[config.mk]
export PLATFORM = sky130hd
export DESIGN_NAME = rtu_frame_gap_receiver
export DESIGN_NICKNAME = d
export VERILOG_FILES = /design/src/rfg_pkg.sv /design/src/rfg_ctrl.sv /design/src/rtu_frame_gap_receiver.sv
export SDC_FILE = /design/constraint.sdc
export NUM_CORES = 1
export LEC_CHECK = 0
export BUFFER_PORTS_ARGS = -buffer_cell sky130_fd_sc_hd__buf_4
export CORE_MARGIN = 8
export CORE_UTILIZATION = 35
export DETAILED_ROUTE_END_ITERATION = 8
export GPL_TIMING_DRIVEN = 0
export PLACE_DENSITY_LB_ADDON = 0.25
export SYNTH_ARGS = -nofsm -noshare
export SYNTH_HDL_FRONTEND = slang
export SYNTH_SLANG_ARGS = --single-unit
[constraint.sdc]
create_clock -name clk -period 8.35 [get_ports clk]
set_input_delay 2.505 -clock clk [delete_from_list [all_inputs] [get_ports clk]]
set_output_delay 2.505 -clock clk [all_outputs]
set_load 0.01 [all_outputs]
[src/rfg_pkg.sv]
// ----------------------------------------------------------------------------
// RTU frame-gap receiver package
// Shared constants, status and action codes, and the control word that the
// receive controller hands to the top level.
// ----------------------------------------------------------------------------
`default_nettype none

package rfg_pkg;

	localparam int BUF_DEPTH  = 128;
	localparam int ADDR_W     = $clog2(BUF_DEPTH);
	localparam int CNT_W      = $clog2(BUF_DEPTH + 1);
	localparam int GAP_W      = 16;
	localparam int STATUS_W   = 3;
	localparam int ACTION_W   = 2;
	localparam int DATA_W     = 8;
	localparam int INDEX_W    = 7;
	localparam int LEN_W      = 8;
	localparam int CFG_IDX_W  = 4;

	localparam logic [GAP_W-1:0] GAP_MAX         = '1;
	localparam logic [GAP_W-1:0] SHORT_GAP_RESET = GAP_W'(11);
	localparam logic [GAP_W-1:0] LONG_GAP_RESET  = GAP_W'(22);

	// Receive status codes.
	localparam logic [STATUS_W-1:0] ST_ARMED     = 3'd0;
	localparam logic [STATUS_W-1:0] ST_RECEIVING = 3'd1;
	localparam logic [STATUS_W-1:0] ST_SHORT_GAP = 3'd2;
	localparam logic [STATUS_W-1:0] ST_COMPLETE  = 3'd3;
	localparam logic [STATUS_W-1:0] ST_ERROR     = 3'd4;

	// Input actions.
	localparam logic [ACTION_W-1:0] ACT_TICK  = 2'd0;
	localparam logic [ACTION_W-1:0] ACT_BYTE  = 2'd1;
	localparam logic [ACTION_W-1:0] ACT_REARM = 2'd2;
	localparam logic [ACTION_W-1:0] ACT_READ  = 2'd3;

	// Configuration register indexes.
	localparam logic [CFG_IDX_W-1:0] CFG_SHORT_GAP = 4'd0;
	localparam logic [CFG_IDX_W-1:0] CFG_LONG_GAP  = 4'd1;

	typedef struct packed {
		logic                wr_en;
		logic [ADDR_W-1:0]   wr_addr;
		logic [STATUS_W-1:0] status;
		logic [LEN_W-1:0]    length;
	} ctrl_t;

endpackage

`default_nettype wire

[src/rfg_ctrl.sv]
// ----------------------------------------------------------------------------
// RTU frame-gap receive controller
// Holds the gap settings, gap counter, receive status and byte count, applies one
// accepted word per cycle and reports the updated state plus the buffer write it needs.
// ----------------------------------------------------------------------------
`default_nettype none

module rfg_ctrl (
	input  wire logic                                clk,
	input  wire logic                                arst_n,
	input  wire logic                                accept,
	input  wire logic [rfg_pkg::ACTION_W-1:0]        action,
	input  wire logic                                cfg_we,
	input  wire logic [rfg_pkg::CFG_IDX_W-1:0]       cfg_index,
	input  wire logic [rfg_pkg::GAP_W-1:0]           cfg_data,
	output rfg_pkg::ctrl_t                           ctrl
);

	logic [rfg_pkg::GAP_W-1:0]    short_gap_q;
	logic [rfg_pkg::GAP_W-1:0]    long_gap_q;
	logic [rfg_pkg::GAP_W-1:0]    gap_q;
	logic [rfg_pkg::GAP_W-1:0]    gap_n;
	logic [rfg_pkg::STATUS_W-1:0] status_q;
	logic [rfg_pkg::STATUS_W-1:0] status_n;
	logic [rfg_pkg::CNT_W-1:0]    count_q;
	logic [rfg_pkg::CNT_W-1:0]    count_n;
	logic [rfg_pkg::CNT_W-1:0]    base;
	logic                         wr_en;
	logic [rfg_pkg::ADDR_W-1:0]   wr_addr;

	always_comb begin
		gap_n    = gap_q;
		status_n = status_q;
		count_n  = count_q;
		base     = count_q;
		wr_en    = 1'b0;
		wr_addr  = '0;
		if (accept) begin
			unique case (action)
				rfg_pkg::ACT_TICK: begin
					if (gap_q != rfg_pkg::GAP_MAX)
						gap_n = gap_q + 1'b1;
					// Both gap checks run in the same tick, short first.
					if (gap_n > short_gap_q && status_n == rfg_pkg::ST_RECEIVING)
						status_n = rfg_pkg::ST_SHORT_GAP;
					if (gap_n > long_gap_q && status_n == rfg_pkg::ST_SHORT_GAP)
						status_n = rfg_pkg::ST_COMPLETE;
				end
				rfg_pkg::ACT_BYTE: begin
					gap_n = '0;
					if (status_q == rfg_pkg::ST_ARMED) begin
						base     = '0;
						status_n = rfg_pkg::ST_RECEIVING;
					end
					if (status_n == rfg_pkg::ST_RECEIVING) begin
						// A full buffer wraps to the first position.
						if (base >= rfg_pkg::CNT_W'(rfg_pkg::BUF_DEPTH))
							base = '0;
						wr_en   = 1'b1;
						wr_addr = base[rfg_pkg::ADDR_W-1:0];
						count_n = base + 1'b1;
					end else if (status_n == rfg_pkg::ST_SHORT_GAP) begin
						status_n = rfg_pkg::ST_ERROR;
					end
				end
				rfg_pkg::ACT_REARM: begin
					status_n = rfg_pkg::ST_ARMED;
				end
				rfg_pkg::ACT_READ: begin
				end
				default: begin
				end
			endcase
		end
	end

	always_ff @(posedge clk or negedge arst_n) begin
		if (!arst_n) begin
			short_gap_q <= rfg_pkg::SHORT_GAP_RESET;
			long_gap_q  <= rfg_pkg::LONG_GAP_RESET;
			gap_q       <= '0;
			status_q    <= rfg_pkg::ST_ARMED;
			count_q     <= '0;
		end else begin
			if (cfg_we && cfg_index == rfg_pkg::CFG_SHORT_GAP)
				short_gap_q <= cfg_data;
			if (cfg_we && cfg_index == rfg_pkg::CFG_LONG_GAP)
				long_gap_q <= cfg_data;
			gap_q    <= gap_n;
			status_q <= status_n;
			count_q  <= count_n;
		end
	end

	assign ctrl.wr_en   = wr_en;
	assign ctrl.wr_addr = wr_addr;
	assign ctrl.status  = status_n;
	assign ctrl.length  = rfg_pkg::LEN_W'(count_n);

endmodule

`default_nettype wire

[src/rtu_frame_gap_receiver.sv]
// ----------------------------------------------------------------------------
// RTU frame-gap receiver
// Delimits received frames by line silence and stores frame bytes in an
// on-chip buffer that can be read back one byte per word.
// ----------------------------------------------------------------------------
// An accepted input word loads stage one (state update and buffer read) at its
// accepting edge; its result moves on to the output register when that is free.
// Throughput: one word per cycle unless stalled; buffer has one write, one read port.
// Reset clears status, gap counter and byte count and restores the gap defaults
// at once; the frame buffer is not cleared and needs no reset pass.
`default_nettype none

module rtu_frame_gap_receiver (
	input  wire logic                              clk,
	input  wire logic                              arst_n,
	input  wire logic                              in_valid,
	output      logic                              in_ready,
	input  wire logic [rfg_pkg::ACTION_W-1:0]      action,
	input  wire logic [rfg_pkg::DATA_W-1:0]        rx_byte,
	input  wire logic [rfg_pkg::INDEX_W-1:0]       read_index,
	output      logic                              out_valid,
	input  wire logic                              out_ready,
	output      logic [rfg_pkg::STATUS_W-1:0]      rx_status,
	output      logic [rfg_pkg::LEN_W-1:0]         frame_length,
	output      logic [rfg_pkg::DATA_W-1:0]        read_data,
	input  wire logic                              cfg_valid,
	output      logic                              cfg_ready,
	input  wire logic [rfg_pkg::CFG_IDX_W-1:0]     cfg_index,
	input  wire logic [rfg_pkg::GAP_W-1:0]         cfg_data
);

	rfg_pkg::ctrl_t               ctrl;
	logic                         accept;
	logic                         rd_en;
	logic                         rd_in_range;
	logic                         go_s1;
	logic                         valid_s1;
	logic                         is_read_s1;
	logic [rfg_pkg::STATUS_W-1:0] status_s1;
	logic [rfg_pkg::LEN_W-1:0]    length_s1;
	logic [rfg_pkg::DATA_W-1:0]   mem_rd_s1;
	logic                         out_valid_q;
	logic [rfg_pkg::STATUS_W-1:0] status_q;
	logic [rfg_pkg::LEN_W-1:0]    length_q;
	logic [rfg_pkg::DATA_W-1:0]   data_q;

	logic [rfg_pkg::DATA_W-1:0]   frame_mem [rfg_pkg::BUF_DEPTH];

	assign cfg_ready   = 1'b1;
	assign go_s1       = valid_s1 && (!out_valid_q || out_ready);
	assign in_ready    = !valid_s1 || go_s1;
	assign accept      = in_valid && in_ready;
	assign rd_in_range = 32'(read_index) < rfg_pkg::BUF_DEPTH;
	assign rd_en       = accept && action == rfg_pkg::ACT_READ && rd_in_range;

	rfg_ctrl u_ctrl (
		.clk       (clk),
		.arst_n    (arst_n),
		.accept    (accept),
		.action    (action),
		.cfg_we    (cfg_valid && cfg_ready),
		.cfg_index (cfg_index),
		.cfg_data  (cfg_data),
		.ctrl      (ctrl)
	);

	// Frame buffer: one write and one registered read per cycle. A read word
	// always comes after any write word that filled its entry, so no bypass is needed.
	always_ff @(posedge clk) begin
		if (ctrl.wr_en)
			frame_mem[ctrl.wr_addr] <= rx_byte;
		if (rd_en)
			mem_rd_s1 <= frame_mem[rfg_pkg::ADDR_W'(read_index)];
	end

	always_ff @(posedge clk or negedge arst_n) begin
		if (!arst_n) begin
			valid_s1    <= 1'b0;
			out_valid_q <= 1'b0;
		end else begin
			if (accept)
				valid_s1 <= 1'b1;
			else if (go_s1)
				valid_s1 <= 1'b0;
			if (go_s1)
				out_valid_q <= 1'b1;
			else if (out_ready)
				out_valid_q <= 1'b0;
		end
	end

	always_ff @(posedge clk) begin
		if (accept) begin
			is_read_s1 <= rd_en;
			status_s1  <= ctrl.status;
			length_s1  <= ctrl.length;
		end
		if (go_s1) begin
			status_q <= status_s1;
			length_q <= length_s1;
			data_q   <= is_read_s1 ? mem_rd_s1 : '0;
		end
	end

	assign out_valid    = out_valid_q;
	assign rx_status    = status_q;
	assign frame_length = length_q;
	assign read_data    = data_q;

	// A buffer write only happens while a frame is being received.
	assert property (@(posedge clk) disable iff (!arst_n)
		ctrl.wr_en |-> (accept && ctrl.status == rfg_pkg::ST_RECEIVING))
		else $error("buffer write outside of receiving state");

	// The reported length never exceeds the buffer depth.
	assert property (@(posedge clk) disable iff (!arst_n)
		valid_s1 |-> (32'(length_s1) <= rfg_pkg::BUF_DEPTH))
		else $error("frame length beyond buffer depth");

	// A stalled stage-one word keeps its status and, for a read, its buffer data.
	assert property (@(posedge clk) disable iff (!arst_n)
		(valid_s1 && !go_s1) |=> $stable(status_s1) && (!is_read_s1 || $stable(mem_rd_s1)))
		else $error("stage one word changed while stalled");

	// Stage one never moves while a result is waiting and not taken.
	assert property (@(posedge clk) disable iff (!arst_n)
		(out_valid_q && !out_ready) |-> !go_s1)
		else $error("output word overwritten");

endmodule

`default_nettype wire
==> summary.txt <==
Final Max Tran Viols: 0
Ratio of cells with drive above 1 in the final layout: 0.200
Multi-input combinational cell area: 0.0103 mm^2
Initial Util: 0.351
Top cells by area, synth: edfxtp_1 (72%), mux4_2 (9.7%), dfrtp_1 (3.1%)
Hold Path Depth: 0
Final instance area: 0.0514 mm^2
# DRC: 0
Post-Route Setup TNS: 0 ns
Fin cells: 4354
Max clock buf depth: 3
Post-synth EDFFs: 1063
Number of global-route vias before repair: 23900
Port Buffer Count: 58
Max_slew headroom: 0.0128
Via count: 23200
Die Span Y: 373 um
Met1 usage: 0.214
Initial antenna violation count: 8
M3 GR Usage: 0.0438
Hold path startpoint: length_s1[6]$_DFFE_PP_
Setup violations, final: 0
Synth Area per Inst: 18.5 um^2
Max cap viols: 0
I/O pin cnt: 64
RSZ-0062 raised after global routing: no
Worst setup path start: out_ready
Top-count cell post-synth: edfxtp_1
Ys async rst share: 0.0543
Most Used Layer, Global Route: met2
Total grt overflow: 0
Largest area contributor in the netlist: edfxtp_1
Clk_skew: 0.0233 ns
Clock Tree Root: clkbuf_16
Core area: 0.127 mm^2
Num CTS Buffers: 117
Routability Congestion: 0.836
Top FF cell, synth: edfxtp_1
Fillcell total: 11400
Syn Inst Count: 2402
WP data required: 5.85 ns
HPWL after detailed placement: 74800 um
Setup crit end kind: output pin
R2R depth: 12
Syn-to-layout area delta: 15.6%
Hold Vio Cnt, Final: 0
Clock-pin slew on the worst setup and hold paths: 0.05 ns
Total wire length: 115000 um
Post-CTS Setup Repair Bufs: 0
Leak: 16.8 nW
Num Clock Sinks: 1124
Flop-to-flop setup slack: 4.36 ns
Crit path time final: 5.67 ns
Vias per cell: 5.32
Hold Buf Count CTS: 0
Final ANT Viol Nets: 0
CP arrival: 3.17 ns
Row count: 131
Worst setup path category: input port to output pin
Synth unique cells: 61
Syn nets: 2478
Fin crit share: 0.680
FF+latch count, synth: 1124
Global-route wire length before repair: 166000 um
Cells after DPL: 4124
Initial DRC Count: 2274
Total GRT Usage: 0.161
Worst setup SP type: input port
DR WL/cell: 26.5 um
Clk_lat worst skew: 0.70 ns
Largest net degree at the start of global routing: 129
Most frequent cells after synthesis: edfxtp_1 (1063), mux4_2 (192), nor2_1 (166), nand2_1 (157), mux2i_1 (136)
CTS resizes: 0
Sink of the worst hold path: frame_length[6]$_DFFE_PP_
Worst r2r dst: status_s1[0]$_DFFE_PP_
Fmax: 176 MHz
Peak supply drop: 0.194 mV
H-tree depth: 3
Pwr Density: 247 mW/mm^2
Seq/Total Area, Yosys: 0.752
Synthesized area: 0.0445 mm^2
Synth warn: 0
Die X: 373 um
CTS tree: done
HP Class: flip-flop to flip-flop
Placed Area: 0.0471 mm^2
Crit-path max FO: 3
Worst-Margin Slew: 1.48 ns
Router iterations before antenna repair: 5
Top-area cell type share of the netlist area: 0.717
Die area: 0.139 mm^2
Status: complete, no violations
Met2 usage: 0.256
Sequential Area: 0.0335 mm^2
Nets: 2663
RR Startpoint: u_ctrl.gap_q[3]$_DFFE_PN0P_
[per-layer routing]
layer	routed length, um	vias up
met5	38	-
met2	53500	874
met3	9290	196
met4	4400	6
met1	48200	12000
li1	-	10100
[registers in the layout, indices dropped and copies added, names as in the netlist]
register	cells
read_data	8
u_ctrl.short_gap_q	16
status_s1	3
u_ctrl.count_q	8
valid_s1	1
u_ctrl.status_q	3
frame_length	8
rx_status	3
u_ctrl.long_gap_q	16
out_valid	1
length_s1	8
u_ctrl.gap_q	16
frame_mem	1024
is_read_s1	1
mem_rd_s1	8
[power by group]
group	internal [mW]	leakage (nW)	switching, mW
combinational	0.287	4.47	0.520
clock	3.41	2.03	2.17
sequential	6.25	10.3	0.0498
[area by class of cell]
| class | count | share of cell area |
|---|---|---|
| timing repair buffer | 66 | 0.0133 |
| clock inverter | 88 | 0.0210 |
| antenna | 3 | 0.000146 |
| tap | 1662 | 0.0404 |
| sequential | 1124 | 0.650 |
| buffer | 126 | 0.0127 |
| inverter | 39 | 0.00285 |
| multi-input combinational | 1113 | 0.199 |
| clock buffer | 133 | 0.0597 |
[kinds of logic (layout without fill, tap and decap cells)]
kind of cell,after synthesis,after routing,synth area share
other,1,4,0.0000842
muxes,347,347,0.133
DFF,1124,1124,0.752
xor gates and xnor gates,12,12,0.00236
AOI/OAI and AO/OA,277,277,0.0414
and+or+nand+nor,442,442,0.0445
buffers and inverters,165,452,0.0180
adders and majority gates,34,34,0.00956
[stage by stage]
stage	hold slack [ns]	setup WS, ns	power (mW)	utilization
6_report	0.417	2.68	12.7	0.405
5_1_grt	0.422	2.65	13.1	0.405
4_1_cts	0.417	2.67	12.8	0.404
3_5_place_dp	0.405	2.27	7.22	0.371
3_3_place_gp	0.409	2.26	7.20	0.371
2_1_floorplan	0.400	2.98	6.86	-
[cells in the final DEF, fill, tap and decap left out, types with 25 or more instances in the layout]
master	synthesis	final
edfxtp_1	1063	1063
mux4_2	192	192
nor2_1	166	165
nand2_1	157	157
mux2i_1	136	136
clkbuf_16	0	121
buf_4	25	76
a22oi_1	64	64
clkbuf_1	46	58
o22ai_1	58	58
a211oi_1	57	57
dfrtp_1	55	55
o21ai_0	47	47
inv_1	39	39
ha_1	34	34
buf_2	27	27
nand3_1	27	27
clkinv_1	0	27
bufinv_16	0	25
[worst max path at each step]
stage	end	slack, ns
final	in_ready	2.68
after floorplan	in_ready	2.98
after detailed placement	mem_rd_s1[7]$_DFFE_PP_	2.27
after global routing	in_ready	2.65
after CTS	in_ready	2.67
after global placement	mem_rd_s1[1]$_DFFE_PP_	2.26
[critical path, stage by stage]
cell	delay [ns]
buf_4	0.11
and3b_1	0.30
inv_1	0.10
buf_4	0.15
Note: power is estimated with default switching activity, not from simulation.
